--- src/rtl/gru_pkg.sv ---
`timescale 1ns / 1ps

package gru_pkg;

    // configuration port geometry
    localparam int CFG_INDEX_W = 3;
    localparam int CFG_DATA_W  = 8;

    // register indexes
    localparam logic [CFG_INDEX_W-1:0] REG_DEPTH_CODE   = 3'd0;
    localparam logic [CFG_INDEX_W-1:0] REG_COMPRESSED   = 3'd1;
    localparam logic [CFG_INDEX_W-1:0] REG_GLYPH_WIDTH  = 3'd2;
    localparam logic [CFG_INDEX_W-1:0] REG_GLYPH_HEIGHT = 3'd3;

    // pixel depth codes
    localparam logic [1:0] DEPTH_1BPP = 2'd0;
    localparam logic [1:0] DEPTH_2BPP = 2'd1;
    localparam logic [1:0] DEPTH_4BPP = 2'd2;
    localparam logic [1:0] DEPTH_8BPP = 2'd3;

    // width of the repeat field in front of each run value
    localparam logic [4:0] REPEAT_BITS = 5'd4;

    // bit accumulator: 16 buffered bits plus one byte
    localparam int ACC_W = 24;

    // commands from the controller to the datapath
    typedef struct packed {
        logic load;       // input transfer: merge byte into the accumulator
        logic fetch;      // take the next value or run element from the accumulator
        logic emit;       // write one pixel into the output register
        logic last;       // pixel being emitted closes the byte
        logic dec_rep;    // one more pixel of the current run
        logic writeback;  // byte exhausted, keep leftover bits
        logic stop;       // bitmap full, drop buffered bits
    } t_cmd;

    // status from the datapath to the controller
    typedef struct packed {
        logic skip;       // byte ignored (finished or empty bitmap)
        logic avail;      // another value or element can be taken
        logic more;       // current run has pixels left after this one
        logic slot_free;  // output register can take a pixel
        logic pre_done;   // position already beyond the bitmap
        logic post_done;  // this pixel completes the bitmap
    } t_status;

    function automatic logic [4:0] f_bpp(input logic [1:0] depth);
        logic [4:0] bits;
        case (depth)
            DEPTH_1BPP: bits = 5'd1;
            DEPTH_2BPP: bits = 5'd2;
            DEPTH_4BPP: bits = 5'd4;
            default:    bits = 5'd8;
        endcase
        return bits;
    endfunction

    function automatic logic [7:0] f_vmask(input logic [1:0] depth);
        logic [7:0] mask;
        case (depth)
            DEPTH_1BPP: mask = 8'h01;
            DEPTH_2BPP: mask = 8'h03;
            DEPTH_4BPP: mask = 8'h0F;
            default:    mask = 8'hFF;
        endcase
        return mask;
    endfunction

    // value to coverage strength
    function automatic logic [7:0] f_scale(input logic [1:0] depth, input logic [7:0] v);
        logic [7:0] s;
        case (depth)
            DEPTH_1BPP: s = (v != 8'd0) ? 8'hFF : 8'h00;
            DEPTH_2BPP: s = 8'(v * 8'd85);
            DEPTH_4BPP: s = 8'(v * 8'd17);
            default:    s = v;
        endcase
        return s;
    endfunction

endpackage

--- src/rtl/gru_datapath.sv ---
`timescale 1ns / 1ps

module gru_datapath
    import gru_pkg::*;
#(
    parameter int COORD_BITS = 8
) (
    input  logic                   i_clk,
    input  logic                   i_rst_n,
    // register writes
    input  logic                   i_cfg_write,
    input  logic [CFG_INDEX_W-1:0] i_cfg_index,
    input  logic [CFG_DATA_W-1:0]  i_cfg_data,
    // input byte
    input  logic [7:0]             i_data_byte,
    input  logic                   i_first_of_glyph,
    // control
    input  t_cmd                   i_cmd,
    output t_status                o_status,
    // pixel output
    input  logic                   i_out_ready,
    output logic                   o_out_valid,
    output logic [7:0]             o_pixel_row,
    output logic [7:0]             o_pixel_column,
    output logic [7:0]             o_strength,
    output logic                   o_last_of_item,
    output logic                   o_glyph_done
);

    localparam int XW = (COORD_BITS > 8) ? COORD_BITS : 8;

    // configuration
    logic [1:0] r_depth_code;
    logic       r_compressed;
    logic [7:0] r_glyph_width;
    logic [7:0] r_glyph_height;

    // bit stream and scan state
    logic [ACC_W-1:0]      r_acc;
    logic [4:0]            r_nbits;
    logic [COORD_BITS-1:0] r_col;
    logic [COORD_BITS-1:0] r_row;
    logic                  r_finished;
    logic [1:0]            r_elems;
    logic [3:0]            r_reps;
    logic [7:0]            r_value;

    // output register
    logic       r_out_valid;
    logic [7:0] r_out_row;
    logic [7:0] r_out_col;
    logic [7:0] r_out_strength;
    logic       r_out_last;
    logic       r_out_done;

    logic [4:0]             bpp, esize, vshift;
    logic [7:0]             vmask;
    logic [15:0]            base_acc;
    logic [4:0]             base_n, shamt, n_nbits_ld;
    logic [ACC_W-1:0]       n_acc_ld;
    logic                   eff_finished;
    logic [XW-1:0]          w_x, h_x;
    logic                   wrap_pre, wrap_post;
    logic [COORD_BITS-1:0]  col_pre, row_pre, col_inc, col_post, row_post;
    logic [XW-1:0]          col_pre_x, row_pre_x;
    logic [7:0]             n_pix_row;
    logic [7:0]             raw_value;

    // element geometry for the current depth
    assign bpp    = f_bpp(r_depth_code);
    assign vmask  = f_vmask(r_depth_code);
    assign esize  = bpp + REPEAT_BITS;
    assign vshift = r_compressed ? esize : bpp;

    // byte merge at the input transfer
    assign base_acc     = i_first_of_glyph ? 16'd0 : r_acc[15:0];
    assign base_n       = i_first_of_glyph ? 5'd0 : r_nbits;
    assign shamt        = (base_n > 5'd16) ? 5'd16 : base_n;
    assign n_acc_ld     = {8'd0, base_acc} | (ACC_W'(i_data_byte) << shamt);
    assign n_nbits_ld   = shamt + 5'd8;
    assign eff_finished = i_first_of_glyph ? 1'b0 : r_finished;

    // position before and after the pixel
    assign w_x       = XW'(r_glyph_width);
    assign h_x       = XW'(r_glyph_height);
    assign wrap_pre  = XW'(r_col) >= w_x;
    assign col_pre   = wrap_pre ? '0 : r_col;
    assign row_pre   = wrap_pre ? COORD_BITS'(r_row + 1'b1) : r_row;
    assign col_pre_x = XW'(col_pre);
    assign row_pre_x = XW'(row_pre);
    assign col_inc   = COORD_BITS'(col_pre + 1'b1);
    assign wrap_post = XW'(col_inc) >= w_x;
    assign col_post  = wrap_post ? '0 : col_inc;
    assign row_post  = wrap_post ? COORD_BITS'(row_pre + 1'b1) : row_pre;
    assign n_pix_row = r_glyph_height - 8'd1 - row_pre_x[7:0];

    // value field of the next element
    assign raw_value = (r_compressed ? r_acc[11:4] : r_acc[7:0]) & vmask;

    // status to the controller
    always_comb begin
        o_status.skip      = eff_finished || (r_glyph_width == 8'd0) ||
                             (r_glyph_height == 8'd0);
        o_status.avail     = r_compressed ? ((r_elems < 2'd2) && (r_nbits >= esize))
                                          : (r_nbits >= bpp);
        o_status.more      = (r_reps != 4'd0);
        o_status.slot_free = !r_out_valid || i_out_ready;
        o_status.pre_done  = row_pre_x >= h_x;
        o_status.post_done = XW'(row_post) >= h_x;
    end

    // configuration registers
    always_ff @(posedge i_clk) begin
        if (!i_rst_n) begin
            r_depth_code   <= DEPTH_1BPP;
            r_compressed   <= 1'b0;
            r_glyph_width  <= 8'd8;
            r_glyph_height <= 8'd8;
        end else if (i_cfg_write) begin
            case (i_cfg_index)
                REG_DEPTH_CODE:   r_depth_code   <= i_cfg_data[1:0];
                REG_COMPRESSED:   r_compressed   <= i_cfg_data[0];
                REG_GLYPH_WIDTH:  r_glyph_width  <= i_cfg_data;
                REG_GLYPH_HEIGHT: r_glyph_height <= i_cfg_data;
                default: begin
                end
            endcase
        end
    end

    // bit accumulator, run state and scan position
    always_ff @(posedge i_clk) begin
        if (!i_rst_n) begin
            r_acc      <= '0;
            r_nbits    <= '0;
            r_col      <= '0;
            r_row      <= '0;
            r_finished <= 1'b0;
            r_elems    <= '0;
            r_reps     <= '0;
        end else begin
            if (i_cmd.load) begin
                if (i_first_of_glyph) begin
                    r_col      <= '0;
                    r_row      <= '0;
                    r_finished <= 1'b0;
                end
                if (!o_status.skip) begin
                    r_acc   <= n_acc_ld;
                    r_nbits <= n_nbits_ld;
                    r_elems <= '0;
                end else if (i_first_of_glyph) begin
                    r_acc   <= '0;
                    r_nbits <= '0;
                end
            end

            if (i_cmd.emit) begin
                r_col <= col_post;
                r_row <= row_post;
            end else if (i_cmd.stop) begin
                r_col <= col_pre;
                r_row <= row_pre;
            end

            if (i_cmd.stop) begin
                r_finished <= 1'b1;
                r_acc      <= '0;
                r_nbits    <= '0;
            end else if (i_cmd.fetch) begin
                r_acc   <= r_acc >> vshift;
                r_nbits <= r_nbits - vshift;
                r_reps  <= r_compressed ? r_acc[3:0] : 4'd0;
                if (r_compressed) begin
                    r_elems <= r_elems + 2'd1;
                end
            end else if (i_cmd.writeback) begin
                r_acc <= {8'd0, r_acc[15:0]};
            end

            if (i_cmd.dec_rep) begin
                r_reps <= r_reps - 4'd1;
            end
        end
    end

    // strength of the current value
    always_ff @(posedge i_clk) begin
        if (i_cmd.fetch) begin
            r_value <= f_scale(r_depth_code, raw_value);
        end
    end

    // output register valid
    always_ff @(posedge i_clk) begin
        if (!i_rst_n) begin
            r_out_valid <= 1'b0;
        end else if (i_cmd.emit) begin
            r_out_valid <= 1'b1;
        end else if (i_out_ready) begin
            r_out_valid <= 1'b0;
        end
    end

    // output register payload
    always_ff @(posedge i_clk) begin
        if (i_cmd.emit) begin
            r_out_row      <= n_pix_row;
            r_out_col      <= col_pre_x[7:0];
            r_out_strength <= r_value;
            r_out_last     <= i_cmd.last;
            r_out_done     <= o_status.post_done;
        end
    end

    assign o_out_valid    = r_out_valid;
    assign o_pixel_row    = r_out_row;
    assign o_pixel_column = r_out_col;
    assign o_strength     = r_out_strength;
    assign o_last_of_item = r_out_last;
    assign o_glyph_done   = r_out_done;

    // no pixel overwrites one still waiting
    a_no_overwrite: assert property (@(posedge i_clk) disable iff (!i_rst_n)
        i_cmd.emit |-> o_status.slot_free)
        else $error("pixel overwrote a pending transfer");

    // a fetch only takes a complete element
    a_fetch_avail: assert property (@(posedge i_clk) disable iff (!i_rst_n)
        i_cmd.fetch |-> o_status.avail)
        else $error("fetch without a complete element");

    // a finished bitmap holds no buffered bits
    a_finished_empty: assert property (@(posedge i_clk) disable iff (!i_rst_n)
        r_finished |-> (r_nbits == 5'd0))
        else $error("bits buffered after bitmap finished");

    // the completing pixel always closes its byte
    a_done_last: assert property (@(posedge i_clk) disable iff (!i_rst_n)
        (r_out_valid && r_out_done) |-> r_out_last)
        else $error("glyph done without last of item");

    // accumulator never holds more than sixteen bits plus a byte
    a_nbits_range: assert property (@(posedge i_clk) disable iff (!i_rst_n)
        r_nbits <= 5'd24)
        else $error("bit count out of range");

endmodule

--- config.mk ---
export PLATFORM = sky130hd
export DESIGN_NAME = gru_datapath
export DESIGN_NICKNAME = d
export VERILOG_FILES = /design/src/rtl/gru_pkg.sv /design/src/rtl/gru_datapath.sv
export SDC_FILE = /design/constraint.sdc
export NUM_CORES = 1
export LEC_CHECK = 0
export BUFFER_PORTS_ARGS = -buffer_cell sky130_fd_sc_hd__buf_4
export CORE_ASPECT_RATIO = 1.1
export CORE_MARGIN = 3
export CORE_UTILIZATION = 44
export DETAILED_ROUTE_END_ITERATION = 16
export GPL_TIMING_DRIVEN = 0
export PLACE_DENSITY = 0.74
export SYNTH_ARGS = -nofsm -noshare
export SYNTH_HDL_FRONTEND = slang
export SYNTH_SLANG_ARGS = --single-unit
--- constraint.sdc ---
create_clock -name i_clk -period 10.3 [get_ports i_clk]
set_clock_uncertainty 0.2 [all_clocks]
set_input_delay 0.515 -clock i_clk [delete_from_list [all_inputs] [get_ports i_clk]]
set_output_delay 0.515 -clock i_clk [all_outputs]
set_load 0.05 [all_outputs]
Word-level counts from Yosys, hierarchy flattened
Cells that the tools add are included.

word-level totals
  bits of input ports = 31
  word-level logic and storage cells = 122
  flip-flop bits (word level) = 106

operators by class
  $add $sub $neg = 10
  bitwise logic cells = 3
  shift-type cells = 2
  multipliers = 2
  multiplexer cells = 42
  magnitude comparators = 8
  equality and inequality tests = 9
  reduce and logical (&&, ||, !) cells = 27

operators by type and width
  operator                                           count
  2-to-1 mux 24 bit                                  5
  2-to-1 mux 8 bit                                   12
  one-hot mux 8 bit (3 select lines)                 2
  >= comparator 8 bit                                4
  2-to-1 mux 5 bit                                   6
  adder 8 x 1 -> 8 bit (second input constant)       3
  OR 16 x 24 -> 24 bit                               1
  left shift 8 x 5 -> 24 bit                         1
  right shift 24 x 5 -> 24 bit                       1
  zero test 8 bit                                    2
  2-to-1 mux 16 bit                                  1
  2-to-1 mux 4 bit                                   4
  AND reduction 2 bit                                7
  one-hot mux 4 bit (3 select lines)                 1
  >= comparator 5 bit                                2
  2-to-1 mux 2 bit                                   5
  nonzero test 3 bit                                 3
  bitwise AND 8 bit                                  1
  multiplier 8 x 5 -> 8 bit (second input constant)  1
  multiplier 8 x 7 -> 8 bit (second input constant)  1
  nonzero test 2 bit                                 4
  nonzero test 8 bit                                 1
  subtractor 8 x 1 -> 8 bit (second input constant)  1
  subtractor 8 bit                                   1
  24 further kinds                                   33

Logic depth before layout (Yosys ltp)
  depth after elaboration = 9
  mapped depth = 25
  gate-level depth less buffers = 24

Worst setup path before layout
Ideal clock, no wire load.

  kind = register -> output
  start point = reg r_col[0]
  end point = out o_status[0] (netlist bit)
  path buffers = 1
  stages on the path, launching flop included = 25
  data arrival time = 5.566 ns
  setup slack = 4.019 ns
  data required time = 9.585 ns
  cells stage by stage = dfxtp_1 inv_1 ha_1 nand2b_4 a2111oi_2 o31a_2 buf_2 nand2_1 inv_1 ha_1 nand3_1 xor2_1 nor2_1 ha_1 a21o_1 a221oi_1 o21ai_2 a211o_1 and2_2 ha_1 a21o_1 a21o_1 a21o_1 a21oi_1 o21ai_0

RTL lines
  what                      line                 text
  start: declaration        gru_datapath.sv:41   logic [COORD_BITS-1:0] r_col;
  start signal: assignment  gru_datapath.sv:159  r_col <= col_post;
  start signal: assignment  gru_datapath.sv:162  r_col <= col_pre;
  end: declaration          gru_datapath.sv:19   output t_status o_status,

==> out/results.ini <==
[routing]
drc=0
detail-route-antenna-nets=0
drt_pre_antenna_iters=8
via_per_inst=5.863
drt-initial-drc-count=661
wire_per_inst_um=17.84
wl_um=23190
vias=7622

[floorplanning]
io_pins=64
core_mm2=0.01806
dieArea_mm2=0.02041
dieWidth_um=136.5
initial_core_util_pct=45.62
num_rows=51
die_h_um=149.5

[finish]
nNetsFinal=1159
seqCellArea_mm2=0.002462
drive_above_1_share_pct=12.24
final_cell_mix=nand2_1 (115), nor2_1 (83), dfxtp_1 (72), ha_1 (65), buf_4 (60)
final_common_cell=nand2_1
fin_area_mm2=0.009258
antenna_cells=0
fill_cells=1726
multi_input_area_mm2=0.005320
synthToLayoutAreaGrowth_pct=12.36

[cts]
cts-resized-gates=0
cts_hold_buffers=0
clockBufferDepth=2
clk_latency_ns=0.36
cts_buffers=9
tritoncts=yes
clock_sinks=106
h-tree-depth=3
post-cts-setup-buffers=0
clk_pin_slew_ns=0.07
cts_root_buf=clkbuf_16

[timing]
post-route-period-util_pct=67.20
fin_crit_ns=6.922
slew_violations=0
tightest_slew_ns=0.8056
setup_slack_ns=3.378
hold_violations=0
rsz0062_at_grt=false
fmax_ghz=0.1445
finalSetupTns_ns=0
setup_viol=0
slew_headroom_pct=45.88

[grt]
grt_pass1_wl_um=37440
grt_pass1_vias=7388
grt.overflow.total=0
grt_start_max_net_pins=28
antenna_found_initial=0
grt_use_total_pct=23.02

[critical_path]
worstSetupPathType=reg2out
cp.arrival_ns=6.21
cp_top_family=compound AO/OA/AOI/OAI gates
crit_start=r_col[0]
cpMaxStageDelayCell=dfxtp_1
r2r_slack_ns=4.20
worstSetupEndpointType=output pin
cpPeakStageDelay_ns=0.45
crit_fanout=10
start_kind=register
cp_num_cells=26
cp-endpoint=o_status[0]
cp.required_ns=9.59
reg2regPathDepth=25
r2r_start=r_col[0]
cp_num_buf_inv=4
path_common_cell=a21o_1
rr_endpoint=o_glyph_done

[logic_synthesis]
ys.flop_type=dfxtp_1
seq_area_frac_synth_pct=29.89
ys_ff_latch=106
synth.avg_cell_area_um2=8.348
synth_edf_count=34
synth.distinct_cells=81
synth_cells=987
syn_area_mm2=0.008239
synth_nets=1089
synthArstFlopShare_pct=0
yosys_warnings=0

[placed_design]
dp_slack_ns=3.821
hpwl_um=18100
place_area_mm2=0.008980
gp_congestion=0.9717
portBuffers=59

[run]
drv_cap=0

[hold_path]
hold_class=in2reg

[power_and_ir_drop]
p_per_area_mw_per_mm2=109.8
clkPwrFrac_pct=32.7
power.share.sequential_pct=45.4
leakagePower_nw=3.700
ir_drop_mv=0.08389
p_switching_mw=0.3225
p_comb_share_pct=21.9
internal_power_mw=0.6944
switching_share_pct=31.71
fin_total_pwr_mw=1.017

[run_status]
status=completed

[cell type report]
cell class | count | share of cell area (%)
clock buffers | 9 | 2.433
plain buffers | 54 | 2.500
well taps | 238 | 3.217
inverters | 60 | 2.433
flip-flops and latches | 106 | 26.60
repair buffers | 59 | 4.784
clock inverters | 7 | 0.5676
multi-input cells | 767 | 57.47
[power by group through the flow]
stage                     clock [mW]  combinational (mW)  sequential [mW]
after CTS                      0.340               0.223            0.461
after floorplan                    0               0.129            0.494
after detailed placement           0               0.221            0.471
after global placement             0               0.219            0.470
after global routing           0.355               0.243            0.463
final                          0.332               0.223            0.462
[layer usage]
layer  GRT usage [%]  part of all wire (%)  vias up
met4           9.677                   3.2        0
met1           28.64                    41     3577
met2           39.45                    50      305
met3           3.598                   5.8       53
li1                -                     -     3687
met5               0                     0        -
[stage by stage]
stage	utilization (%)	hold slack [ns]	std cells
2_1_floorplan	-	0.2003	987
3_3_place_gp	49.73	0.2021	1284
3_5_place_dp	49.73	0.2045	1284
4_1_cts	51.26	0.1186	1300
5_1_grt	51.26	0.1228	1300
6_report	51.26	0.1326	1300
[kinds of logic (layout without fill, tap and decap cells)]
group	count (synthesis)	in the layout	synth area share, %
AND/OR/NAND/NOR	329	329	19.01
flip-flops	106	106	29.89
XOR/XNOR	33	33	3.599
adder cells (fa/ha/maj)	71	71	11.33
other	1	1	0.04551
AO/OA/AOI/OAI	263	263	21.63
buffers and inverters	114	189	5.543
multiplexers	70	70	8.960
[worst min-delay path by stage]
stage / startpoint / endpoint / slack, ns / cells past startpoint
after floorplan: r_value[0] / o_strength[0] / 0.20 / 0
after global placement: r_value[6] / o_strength[6] / 0.20 / 0
after detailed placement: r_value[0] / o_strength[0] / 0.20 / 0
after CTS: i_cmd[3] / o_last_of_item / 0.12 / 1
after global routing: i_cmd[3] / o_last_of_item / 0.12 / 1
final: i_cmd[3] / o_last_of_item / 0.13 / 1
[cell usage after synthesis (all sizes together), types with 7 or more instances]
cell / count / area [um^2]
nand2: 116 / 437.9
nor2: 84 / 322.8
dfxtp: 72 / 1441
ha: 65 / 813.3
inv: 59 / 221.5
o21ai: 58 / 294.0
a21oi: 51 / 266.5
mux2i: 49 / 490.5
clkbuf: 41 / 155.1
edfxtp: 34 / 1021
nand3: 27 / 135.1
nor2b: 22 / 137.6
mux2: 20 / 225.2
a31oi: 19 / 118.9
xnor2: 19 / 166.4
a21boi: 17 / 138.9
a22oi: 16 / 120.1
a211oi: 15 / 112.6
nand2b: 15 / 101.3
a21o: 14 / 105.1
nor3: 14 / 81.33
xor2: 14 / 130.1
and2: 13 / 82.58
buf: 13 / 76.32
and3: 11 / 70.07
o211ai: 11 / 96.34
o22ai: 10 / 62.56
a32oi: 8 / 70.07
nor4: 7 / 43.79
[registers in the layout, indices dropped and copies added (netlist names), 2 cells and up]
register and cells:
h_x 8, r_depth_code 2, r_col 8, r_glyph_width 8
r_elems 2, r_acc 24, r_row 8, r_nbits 5
r_value 8, o_pixel_column 8, r_reps 4, o_strength 8
o_pixel_row 8
[worst reg2reg max path: stages, from the launching register on]
cell       delay [ns]
dfxtp_1          0.45
inv_1            0.07
ha_1             0.27
nand2b_4         0.14
a2111oi_2        0.44
o31a_2           0.31
buf_2            0.27
nand2_1          0.10
inv_1            0.12
ha_1             0.30
nand3_1          0.12
xor2_1           0.15
nor2_1           0.15
ha_1             0.26
a21o_1           0.16
a221oi_1         0.35
o21ai_2          0.23
xnor2_1          0.33
ha_1             0.28
nand2b_1         0.15
a21o_1           0.19
a21o_1           0.18
a21o_1           0.17
a21o_1           0.19
a21oi_1          0.13
o21ai_0          0.13
(Power assumes the default switching activity.)
