--- src/rtl/gru_pkg.sv ---
`timescale 1ns / 1ps

package gru_pkg;

    // configuration port geometry
    localparam int CFG_INDEX_W = 3;
    localparam int CFG_DATA_W  = 8;

    // register indexes
    localparam logic [CFG_INDEX_W-1:0] REG_DEPTH_CODE   = 3'd0;
    localparam logic [CFG_INDEX_W-1:0] REG_COMPRESSED   = 3'd1;
    localparam logic [CFG_INDEX_W-1:0] REG_GLYPH_WIDTH  = 3'd2;
    localparam logic [CFG_INDEX_W-1:0] REG_GLYPH_HEIGHT = 3'd3;

    // pixel depth codes
    localparam logic [1:0] DEPTH_1BPP = 2'd0;
    localparam logic [1:0] DEPTH_2BPP = 2'd1;
    localparam logic [1:0] DEPTH_4BPP = 2'd2;
    localparam logic [1:0] DEPTH_8BPP = 2'd3;

    // width of the repeat field in front of each run value
    localparam logic [4:0] REPEAT_BITS = 5'd4;

    // bit accumulator: 16 buffered bits plus one byte
    localparam int ACC_W = 24;

    // commands from the controller to the datapath
    typedef struct packed {
        logic load;       // input transfer: merge byte into the accumulator
        logic fetch;      // take the next value or run element from the accumulator
        logic emit;       // write one pixel into the output register
        logic last;       // pixel being emitted closes the byte
        logic dec_rep;    // one more pixel of the current run
        logic writeback;  // byte exhausted, keep leftover bits
        logic stop;       // bitmap full, drop buffered bits
    } t_cmd;

    // status from the datapath to the controller
    typedef struct packed {
        logic skip;       // byte ignored (finished or empty bitmap)
        logic avail;      // another value or element can be taken
        logic more;       // current run has pixels left after this one
        logic slot_free;  // output register can take a pixel
        logic pre_done;   // position already beyond the bitmap
        logic post_done;  // this pixel completes the bitmap
    } t_status;

    function automatic logic [4:0] f_bpp(input logic [1:0] depth);
        logic [4:0] bits;
        case (depth)
            DEPTH_1BPP: bits = 5'd1;
            DEPTH_2BPP: bits = 5'd2;
            DEPTH_4BPP: bits = 5'd4;
            default:    bits = 5'd8;
        endcase
        return bits;
    endfunction

    function automatic logic [7:0] f_vmask(input logic [1:0] depth);
        logic [7:0] mask;
        case (depth)
            DEPTH_1BPP: mask = 8'h01;
            DEPTH_2BPP: mask = 8'h03;
            DEPTH_4BPP: mask = 8'h0F;
            default:    mask = 8'hFF;
        endcase
        return mask;
    endfunction

    // value to coverage strength
    function automatic logic [7:0] f_scale(input logic [1:0] depth, input logic [7:0] v);
        logic [7:0] s;
        case (depth)
            DEPTH_1BPP: s = (v != 8'd0) ? 8'hFF : 8'h00;
            DEPTH_2BPP: s = 8'(v * 8'd85);
            DEPTH_4BPP: s = 8'(v * 8'd17);
            default:    s = v;
        endcase
        return s;
    endfunction

endpackage

--- src/rtl/gru_ctrl.sv ---
`timescale 1ns / 1ps

module gru_ctrl
    import gru_pkg::*;
(
    input  logic    i_clk,
    input  logic    i_rst_n,
    input  logic    i_in_valid,
    output logic    o_in_ready,
    input  t_status i_status,
    output t_cmd    o_cmd
);

    typedef enum logic [1:0] {
        S_IDLE,
        S_FETCH,
        S_EMIT
    } t_state;

    t_state r_state, n_state;
    logic   r_in_ready, n_in_ready;

    assign o_in_ready = r_in_ready;

    // next state and command decode
    always_comb begin
        n_state = r_state;
        o_cmd   = '0;
        unique case (r_state)
            S_IDLE: begin
                if (i_in_valid && r_in_ready) begin
                    o_cmd.load = 1'b1;
                    if (!i_status.skip) begin
                        n_state = S_FETCH;
                    end
                end
            end
            S_FETCH: begin
                if (i_status.avail) begin
                    o_cmd.fetch = 1'b1;
                    n_state     = S_EMIT;
                end else begin
                    o_cmd.writeback = 1'b1;
                    n_state         = S_IDLE;
                end
            end
            S_EMIT: begin
                if (i_status.pre_done) begin
                    o_cmd.stop = 1'b1;
                    n_state    = S_IDLE;
                end else if (i_status.slot_free) begin
                    o_cmd.emit = 1'b1;
                    if (i_status.post_done) begin
                        o_cmd.stop = 1'b1;
                        o_cmd.last = 1'b1;
                        n_state    = S_IDLE;
                    end else if (i_status.more) begin
                        o_cmd.dec_rep = 1'b1;
                    end else if (i_status.avail) begin
                        o_cmd.fetch = 1'b1;
                    end else begin
                        o_cmd.last      = 1'b1;
                        o_cmd.writeback = 1'b1;
                        n_state         = S_IDLE;
                    end
                end
            end
            default: begin
                n_state = S_IDLE;
            end
        endcase
        n_in_ready = (n_state == S_IDLE);
    end

    // state and registered ready
    always_ff @(posedge i_clk) begin
        if (!i_rst_n) begin
            r_state    <= S_IDLE;
            r_in_ready <= 1'b0;
        end else begin
            r_state    <= n_state;
            r_in_ready <= n_in_ready;
        end
    end

    // ready only while idle
    a_ready_idle: assert property (@(posedge i_clk) disable iff (!i_rst_n)
        r_in_ready |-> (r_state == S_IDLE))
        else $error("input ready outside idle");

    // a pixel is emitted only from the emit state
    a_emit_state: assert property (@(posedge i_clk) disable iff (!i_rst_n)
        o_cmd.emit |-> (r_state == S_EMIT))
        else $error("pixel emitted outside emit state");

    // a skipped byte leaves the controller idle
    a_skip_idle: assert property (@(posedge i_clk) disable iff (!i_rst_n)
        (o_cmd.load && i_status.skip) |=> (r_state == S_IDLE))
        else $error("skipped byte started work");

endmodule

--- config.mk ---
export PLATFORM = sky130hd
export DESIGN_NAME = gru_ctrl
export DESIGN_NICKNAME = d
export VERILOG_FILES = /design/src/rtl/gru_pkg.sv /design/src/rtl/gru_ctrl.sv
export SDC_FILE = /design/constraint.sdc
export NUM_CORES = 1
export LEC_CHECK = 0
export ABC_AREA = 0
export BUFFER_PORTS_ARGS = -buffer_cell sky130_fd_sc_hd__buf_2
export CAP_MARGIN = 0
export CORE_AREA = 10 10 47 49
export CTS_CLUSTER_SIZE = 30
export DETAILED_ROUTE_END_ITERATION = 7
export DIE_AREA = 0 0 57 59
export REMOVE_ABC_BUFFERS = 1
export SETUP_SLACK_MARGIN = 0.1
export SYNTH_ARGS = -nofsm -noshare
export SYNTH_HDL_FRONTEND = slang
export SYNTH_SLANG_ARGS = --single-unit
--- constraint.sdc ---
create_clock -name i_clk -period 3.32 [get_ports i_clk]
set_input_delay 0.664 -clock i_clk [delete_from_list [all_inputs] [get_ports i_clk]]
set_output_delay 0.664 -clock i_clk [all_outputs]
set_load 0.005 [all_outputs]
=== After elaboration in Yosys (flattened, before gate mapping) ===
Index checks and enable logic that the tools add are counted.

* Input bits: 9
* Register bits: 3
* Output and inout port bits: 8

* Muxes and demuxes: 27
* Reduce and logical (&&, ||, !) cells: 3
* Equality and inequality tests: 2

{| class="wikitable"
|+ Operator list
! operator !! number
|-
| $mux W2 || 9
|-
| $mux W1 || 12
|-
| $mux W6 || 1
|-
| $pmux W2 S3 || 1
|-
| $mux W5 || 1
|-
| $logic_not A2 Y1 || 2
|-
| $pmux W1 S2 || 2
|-
| $mux W3 || 1
|-
| $eq A2 B1 Y1 const B || 1
|-
| $eq A2 B2 Y1 const B || 1
|-
| $logic_and A1 B1 Y1 || 1
|}

=== Logic depth before layout (Yosys ltp) ===
Gate-level depths: netlist (run 1).

* Depth after elaboration: 7
* Depth in mapped cells: 6
* Gate-level depth less buffers: 6

=== Least setup slack after synthesis (run 1) ===
Ideal clock, no wire load.

* Path type: input port to output port
* From: in i_status[1] in the netlist's numbering
* To: out o_cmd[1] in the netlist's numbering
* Buffers on the path: 0
* Stages on the path: 4
* Arrival: 1182 ps
* Setup slack: 1474 ps
* Data required time: 2656 ps
* Cells stage by stage: nand3b_1 -> nor3_1 -> o21ai_1 -> nor2_1

{| class="wikitable"
|+ RTL lines
! element !! line !! text
|-
| from (decl) || gru_ctrl.sv:10 || <nowiki>input t_status i_status,</nowiki>
|-
| to (decl) || gru_ctrl.sv:11 || <nowiki>output t_cmd o_cmd</nowiki>
|}

==> results of run 1 <==
## Yosys cell counts (all sizes together)
cell type	n	area [um^2]
nand2	1	3.75
a21oi	3	18.8
inv	6	22.5
dfxtp	3	60.1
o21ai	2	10.0
ha	4	50.1
nand4b	1	8.76
o211a	1	10.0
nor3	1	5.00
and3	2	13.8
nand3	1	5.00
nand2b	1	6.26
nor2	3	11.3
o21a	2	15.0
and4b	1	10.0
nor3b	1	7.51
nand3b	1	7.51
nor2b	2	12.5
o21bai	1	11.3
## layer usage
metal / track usage / vias to the layer above / share of wire
li1: - / 165 / -
met3: 0.0322 / 0 / 0.081
met1: 0.0474 / 139 / 0.36
met4: 0.0403 / 0 / 0
met2: 0.0837 / 5 / 0.55
met5: 0 / - / 0
## per-stage QoR
step | util | power (mW) | cells | hold slack, ps
final | 0.296 | 0.133 | 73 | 669
after global routing | 0.296 | 0.144 | 73 | 684
after CTS | 0.296 | 0.138 | 73 | 661
after detailed placement | 0.278 | 0.0710 | 69 | 664
after global placement | 0.278 | 0.0704 | 69 | 668
after floorplan | - | 0.0570 | 37 | 605
## area by class of cell
cell class | instances | share of cell area
Multi-Input combinational cell | 28 | 0.497
Timing Repair Buffer | 16 | 0.193
Sequential cell | 3 | 0.145
Clock buffer | 4 | 0.0633
Inverter | 6 | 0.0542
Tap cell | 16 | 0.0482
## kinds of logic after synthesis
group | after synthesis | share of synthesized area
flip-flops | 3 | 0.208
adder cells (fa/ha/maj) | 4 | 0.173
AO/OA/AOI/OAI | 9 | 0.225
AND/OR/NAND/NOR | 15 | 0.316
buffers and inverters | 6 | 0.0779
## state kept, by name, summed over array words and instances (netlist names)
register    flops
o_in_ready      1
r_state         2
## power groups by stage
stage                     sequential (mW)  combinational [mW]  clock (mW)
after floorplan                    0.0420              0.0150           0
after CTS                          0.0419              0.0288      0.0671
after global placement             0.0422              0.0282           0
after detailed placement           0.0425              0.0286           0
final                              0.0418              0.0282      0.0629
after global routing               0.0423              0.0325      0.0695
## worst max-delay path, delay by kind of cell, from the launching register on
family | cells | cell delay (ps)
DFF | 1 | 320
AOI/OAI and AO/OA | 1 | 100
buffers and inverters | 2 | 210
adders and majority gates | 1 | 190
and+or+nand+nor | 3 | 410
## final timing paths
check	from	end	slack (ps)	depth (start not counted)
worst max-delay path	r_state[0]	o_cmd[1]	1180	7
worst min-delay path	o_in_ready	r_state[0]	670	4
worst max register to register	r_state[0]	r_state[1]	1990	6
worst min register to register	o_in_ready	r_state[0]	670	4
==> impl_results.md, run 1 <==
* RSZ-0062 raised after global routing: false
* Setup WS post-layout at 1180 ps
* Layout cell share with drive strength beyond 1 at 0.386
* Fin. Hold Viols at 0
* Worst slew pin tran at 230 ps
* Worst endpoint required time at 2660 ps
* Net total in the final layout at 71
* Peak supply drop at 0.000118 V
* Startpoint class of the critical path: register
* Pin count of the biggest net entering global routing at 6
* Root buffer cell: clkbuf_4
* Placement Setup Slack at 1190 ps
* Critical path type: register to output port
* Crit. End Element: output port
* Vias per inst at 4.23
* Initial DRT Pass Iterations at 3
* PostCTS Resize Cnt at 0
* Post-CTS Hold Fix Bufs at 0
* Post-Synthesis Cells at 37
* Seq cells post-synth at 3
* DRC Markers at 0
* GPL Wtd Cong at 0.683
* Final wirelength at 782 um
* First-pass GRT wire length at 1.40 mm
* Comb power frac at 0.212
* Sequential power share at 0.315
* Fmax at 468 MHz
* Final setup vio count at 0
* Initial drt markers at 4
* Post-route ant nets at 0
* Max-Cap Viols at 0
* I/O pin count at 17
* Crit path cell chain: inv_1 -> ha_1 -> nand3b_1 -> nor3_1 -> o21ai_1 -> nor2_1 -> buf_2
* Seq. cell area at 60.1 um^2
* GR Overflow Total at 0
* Tcrit/Tclk final at 0.644
* Cell variety after synth at 22
* Max-slew headroom at 0.845
* Row count at 14
* PortBufs at 16
* Clk buf depth at 2
* CTS clk-pin slew, worst paths at 40 ps
* Synth Cell Area at 289 um^2
* Placed Instance Area at 389 um^2
* Initial Util at 0.206
* Synth Warn # at 0
* Initial antenna violation count at 0
* TritonCTS buffer count at 3
* Vias at 309
* Inserted Diodes at 0
* Multi-input combinational cell area at 206 um^2
* Max-slew violations at 0
* Tot GR Track Use at 0.0522
* Most common cell after layout, fill and taps aside: buf_2
* Max stage delay on crit path at 320 ps
* Core ar. at 1400 um^2
* Post-CTS Setup Inserts at 0
* CP max FO at 4
* PD cells at 320 nW/um^2
* Fin Clk Skew at 3.42 ps
* CTS tree: done
* Drt wl/cell at 10.7 um
* FILL cells at 167
* Syn avg cell area at 7.81 um^2
* Most frequent cells in the layout: buf_2, inv_1, ha_1
* CP max-delay cell: dfxtp_1
* Clock period minus worst slack at 2140 ps
* Clock sinks at 3
* Type of the tightest min-delay check: register to register
* Post-route cell area at 415 um^2
* Post-synthesis sequential area ratio at 0.208
* Vias in the first global route at 339
* # H-tree levels at 1
* Die area at 3360 um^2
* Status: finished clean
* Die width at 57 um
* TNS Setup at 0 ps
* Switching share of power at 0.256
* Clk_lat worst skew at 230 ps
* Internal power at 0.0989 mW
* Clock power share at 0.473
* Die height at 59 um
* WP data arrival at 1470 ps
* Area delta synth->final at 43.7%
* Pleak at 0.226 nW
* NetSw at 0.0341 mW
No activity file was read; power rests on OpenSTA's default activity.
==> run 2, diff against run 1 <==
clock period = 2.05 ns   (was 3.32 ns; I/O delays follow)
==> impl_results.md, run 2 (synthesis results as in run 1) <==
* Post-DP HPWL at 659 um
* Post-CTS Hold Fix Bufs at 0 (unchanged)
* Max-Cap Viols at 0 (unchanged)
* First-pass GRT wire length at 1.19 mm (-15%)
* Vias in the first global route at 299 (-12%)
* Sequential power share at 0.317 (+0.002)
* Internal power at 0.161 mW (+63%)
* Max-slew headroom at 0.839 (-0.00545)
* Vias at 308 (-0.32%)
* Type of the tightest min-delay check: input port to register
* Die height at 59 um (unchanged)
* Die width at 57 um (unchanged)
* I/O pin count at 17 (unchanged)
* Reg with most FFs: r_state
* GR Overflow Total at 0 (unchanged)
* Initial DRT Pass Iterations at 4 (+1)
* Initial antenna violation count at 0 (unchanged)
* Tot GR Track Use at 0.0432 (-0.00905)
* CP max-delay cell: dfxtp_2
* Vias per inst at 4.16 (-1.7%)
* NetSw at 0.0551 mW (+62%)
* Critical path type: register to output port
* Row count at 14 (unchanged)
* TNS Setup at 0 ps (unchanged)
* PD cells at 488 nW/um^2 (+53%)
* Clock period minus worst slack at 1850 ps
* Largest register FFs at 2 (unchanged)
* Seq. cell area at 62.6 um^2 (+4.2%)
* Die area at 3360 um^2 (unchanged)
* Final wirelength at 769 um (-1.7%)
* Final setup vio count at 0 (unchanged)
* Drt wl/cell at 10.4 um (-3.0%)
* CP max FO at 4 (unchanged)
* Max stage delay on crit path at 320 ps (about the same)
* Peak supply drop at 0.000234 V (+99%)
* Clock power share at 0.465 (-0.008)
* Layout cell share with drive strength beyond 1 at 0.483 (+0.0968)
* Placed Instance Area at 389 um^2 (unchanged)
* Initial drt markers at 6 (+2)
* CTS clk-pin slew, worst paths at 40 ps (about the same)
* Clk_lat worst skew at 230 ps (about the same)
* FILL cells at 167 (unchanged)
* CTS tree: done
* Inserted Diodes at 0 (unchanged)
* Area delta synth->final at 53.2%
* Fmax at 540 MHz
* # H-tree levels at 1 (unchanged)
* Fin Clk Skew at 3.03 ps (-0.393 ps)
* Crit. End Element: output port
* Initial Util at 0.206 (unchanged)
* DRC Markers at 0 (unchanged)
* Pleak at 0.231 nW (+2.2%)
* Clk buf depth at 2 (unchanged)
* Most frequent cells in the layout: buf_2, inv_1, nor2_1, ha_1, clkbuf_4
* Multi-input combinational cell area at 224 um^2 (+8.5%)
* Pin count of the biggest net entering global routing at 6 (unchanged)
* Tcrit/Tclk final at 0.904
* Most common cell after layout, fill and taps aside: buf_2
* Status: finished clean
* Worst endpoint required time at 1640 ps (-1020 ps)
* Crit path cell chain: inv_2 -> ha_4 -> nand3b_1 -> nor3_2 -> o21ai_1 -> nor2_1 -> buf_2
* GPL Wtd Cong at 0.710 (+4.0%)
* Core ar. at 1400 um^2 (unchanged)
* Fin. Hold Viols at 0 (unchanged)
* Switching share of power at 0.255 (-0.00151)
* Net total in the final layout at 72 (+1.4%)
* RSZ-0062 raised after global routing: true
* TritonCTS buffer count at 3 (unchanged)
* Clock sinks at 3 (unchanged)
* Startpoint class of the critical path: register
* Comb power frac at 0.218 (+0.006)
* Post-route ant nets at 0 (unchanged)
* Post-route cell area at 443 um^2 (+6.6%)
* Max-slew violations at 0 (unchanged)
* Worst slew pin tran at 238 ps (+8.08 ps)
* WP data arrival at 1440 ps (-30 ps)
* Root buffer cell: clkbuf_4
* PortBufs at 16 (unchanged)
[run 2: cell types whose count changed in the layout (fill, tap and decap cells not counted), sizes merged]
cell / change
buf: +1
[run 2: final cells by class]
type                    count  share of cell area
multi-input cells          28               0.506
repair buffers             17               0.198
flip-flops and latches      3               0.141
clock buffers               4              0.0593
inverters                   6              0.0508
well taps                  16              0.0452
[run 2: metal layers]
layer	vias up	GRT usage	part of all wire
met5	-	0	0
met4	0	0.0201	0
met3	0	0.0236	0.059
met2	5	0.0698	0.51
met1	134	0.0451	0.42
li1	169	-	-
[run 2: worst paths after layout]
check	startpoint	endpoint	slack, ps	cells past startpoint
setup / recovery	r_state[0]	o_cmd[5]	200	7
hold / removal	i_rst_n	r_state[0]	410	3
setup reg to reg	r_state[1]	o_in_ready	740	6
hold reg to reg	r_state[0]	r_state[0]	660	4
[run 2: repair_timing]
item / 4_1_cts / 5_1_grt
buffers inserted: 0 / 1
gates resized for setup: 0 / 6
setup endpoints to repair: 0 / 2
[run 2: critical path, delay by kind of cell, from the launching register on]
kind / cells / cell delay, ps
DFF: 1 / 320
and+or+nand+nor: 3 / 460
AOI/OAI and AO/OA: 1 / 110
buffers and inverters: 2 / 190
adders and majority gates: 1 / 130
[run 2: through the flow]
step	setup WS (ps)	hold WS (ps)	std cells	power, mW	utilization
2_1_floorplan	625	522	37	0.0923	-
3_5_place_dp	397	647	69	0.115	0.278
3_3_place_gp	446	646	69	0.114	0.278
4_1_cts	148	407	73	0.220	0.296
5_1_grt	69.3	412	74	0.235	0.316
6_report	196	408	74	0.216	0.316
[run 2: power groups by stage]
stage | registers, mW | clock network [mW] | logic (mW)
floorplan | 0.0680 | 0 | 0.0243
global placement | 0.0683 | 0 | 0.0461
detailed placement | 0.0686 | 0 | 0.0459
CTS | 0.0677 | 0.106 | 0.0463
global route | 0.0696 | 0.111 | 0.0546
finish | 0.0686 | 0.100 | 0.0472
==> run 3, diff against run 2 <==
==> constraint.sdc (replaced) <==
create_clock -name i_clk -period 2.3 [get_ports i_clk]
set_input_delay 0.46 -clock i_clk [delete_from_list [all_inputs] [get_ports i_clk]]
set_output_delay 0.46 -clock i_clk [all_outputs]
set_load 0.05 [all_outputs]
==> impl_results.md, run 3 (synthesis results as in run 1) <==
* Status: finished clean
* Clk buf depth at 2 (unchanged)
* FILL cells at 164 (-1.8%)
* Tot GR Track Use at 0.0497 (+0.00646)
* WP data arrival at 1550 ps (+110 ps)
* # H-tree levels at 1 (unchanged)
* PD cells at 499 nW/um^2 (+2.3%)
* Min-delay src: i_rst_n
* Crit. End Element: output port
* Die area at 3360 um^2 (unchanged)
* Max-Cap Viols at 0 (unchanged)
* Die height at 59 um (unchanged)
* Post-DP HPWL at 658 um (-0.27%)
* Initial Util at 0.206 (unchanged)
* GPL Wtd Cong at 0.676 (-4.7%)
* Die width at 57 um (unchanged)
* Reg2reg setup slack at 980 ps (+240 ps)
* I/O pin count at 17 (unchanged)
* Reg with most FFs: r_state
* Max-slew violations at 0 (unchanged)
* Clock period minus worst slack at 2010 ps
* TritonCTS buffer count at 3 (unchanged)
* Root buffer cell: clkbuf_4
* Fin. Hold Viols at 0 (unchanged)
* First-pass GRT wire length at 1.32 mm (+11%)
* Tcrit/Tclk final at 0.873
* Largest register FFs at 2 (unchanged)
* Vias per inst at 4.34 (+4.3%)
* Most frequent cells in the layout: buf_2, inv_1, ha_1
* Worst endpoint required time at 1840 ps (+200 ps)
* DRC Markers at 0 (unchanged)
* R2R Path End: r_state[1]
* GR Overflow Total at 0 (unchanged)
* Pin count of the biggest net entering global routing at 6 (unchanged)
* Post-CTS Setup Inserts at 0 (unchanged)
* Fmax at 498 MHz
* Area delta synth->final at 46.8%
* Final wirelength at 785 um (+2.1%)
* CTS tree: done
* Drt wl/cell at 10.8 um (+3.5%)
* Net total in the final layout at 71 (-1.4%)
* Hold endpoint: r_state[1]
* Type of the tightest min-delay check: input port to register
* RSZ-0062 raised after global routing: true
* Setup WS post-layout at 292 ps (+95.5 ps)
* CTS clk-pin slew, worst paths at 30 ps (about the same)
* Vias at 317 (+2.9%)
* Hold path depth at 2 (-1)
* Post-route ant nets at 0 (unchanged)
* Layout cell share with drive strength beyond 1 at 0.386 (-0.0968)
* Most common cell after layout, fill and taps aside: buf_2
* Pleak at 0.227 nW (-2.0%)
* Final setup vio count at 0 (unchanged)
* Core ar. at 1400 um^2 (unchanged)
* Startpoint class of the critical path: register
* Max-slew headroom at 0.834 (-0.00593)
* Placement Setup Slack at 454 ps (+57.1 ps)
* Reg-to-Reg Start: r_state[0]
* PortBufs at 16 (unchanged)
* Initial antenna violation count at 0 (unchanged)
* Inserted Diodes at 0 (unchanged)
* Final core occ at 0.303 (-0.0134)
* Vias in the first global route at 340 (+14%)
* Fin Clk Skew at 4.84 ps (+1.82 ps)
* CP Launch Point: r_state[0]
* Worst slew pin tran at 247 ps (+8.80 ps)
* Clk_lat worst skew at 240 ps (about the same)
* Initial drt markers at 1 (-5)
* Critical path type: register to output port
* Initial DRT Pass Iterations at 2 (-2)
* Row count at 14 (unchanged)
* CP max FO at 4 (unchanged)
* Clock sinks at 3 (unchanged)
* Reg2Reg Depth at 6 (unchanged)
* Peak supply drop at 0.000310 V (+32%)
[run 3: worst max-delay path, cell delays in order, from the launching register on]
cell      delay (ps)
dfxtp_1          320
inv_1            100
ha_1             190
nand3b_1         140
nor3_1           170
o21ai_1           90
nor2_1           120
buf_6            180
[run 3: area by class of cell]
cell class	instances	area [um^2]	share of cell area
Clock buffer	4	26.3	0.0619
Inverter	6	22.5	0.0531
Multi-Input combinational cell	28	206	0.487
Sequential cell	3	60.1	0.142
Tap cell	16	20.0	0.0472
Timing Repair Buffer	16	88.8	0.209
[run 3: where the power goes]
part           internal [mW]  total, mW  switching (mW)
combinational         0.0215     0.0579          0.0364
sequential            0.0566     0.0601         0.00352
clock                 0.0651     0.0938          0.0287
total                  0.143      0.212          0.0686
[run 3: how the worst max path moves through the flow]
stage                          end  slack, ps  depth (start not counted)
after CTS                 o_cmd[1]        220                          7
after global routing      o_cmd[5]        110                          7
final                     o_cmd[5]        290                          7
after floorplan           o_cmd[2]        -20                          4
after detailed placement  o_cmd[5]        450                          6
after global placement    o_cmd[5]        470                          6
[run 3: repair_timing]
item,CTS,global route
resized for setup,0,5
hold buffers,0,0
endpoints found under the setup margin,0,2
hold endpoints to repair,0,0
[run 3: per-stage QoR]
stage	total power, mW	hold slack [ps]	TNS (ps)	cell area [um^2]	instances
finish	0.212	461	0	424	73
global route	0.230	465	0	424	73
CTS	0.218	453	0	415	73
detailed placement	0.120	674	0	389	69
global placement	0.119	669	0	389	69
floorplan	0.0994	572	-24.6	289	37
[run 3: metal layers]
layer	share of wire	GRT usage
met2	0.54	0.0837
met5	0	0
met3	0.090	0.0386
met1	0.36	0.0403
met4	0.011	0.0302
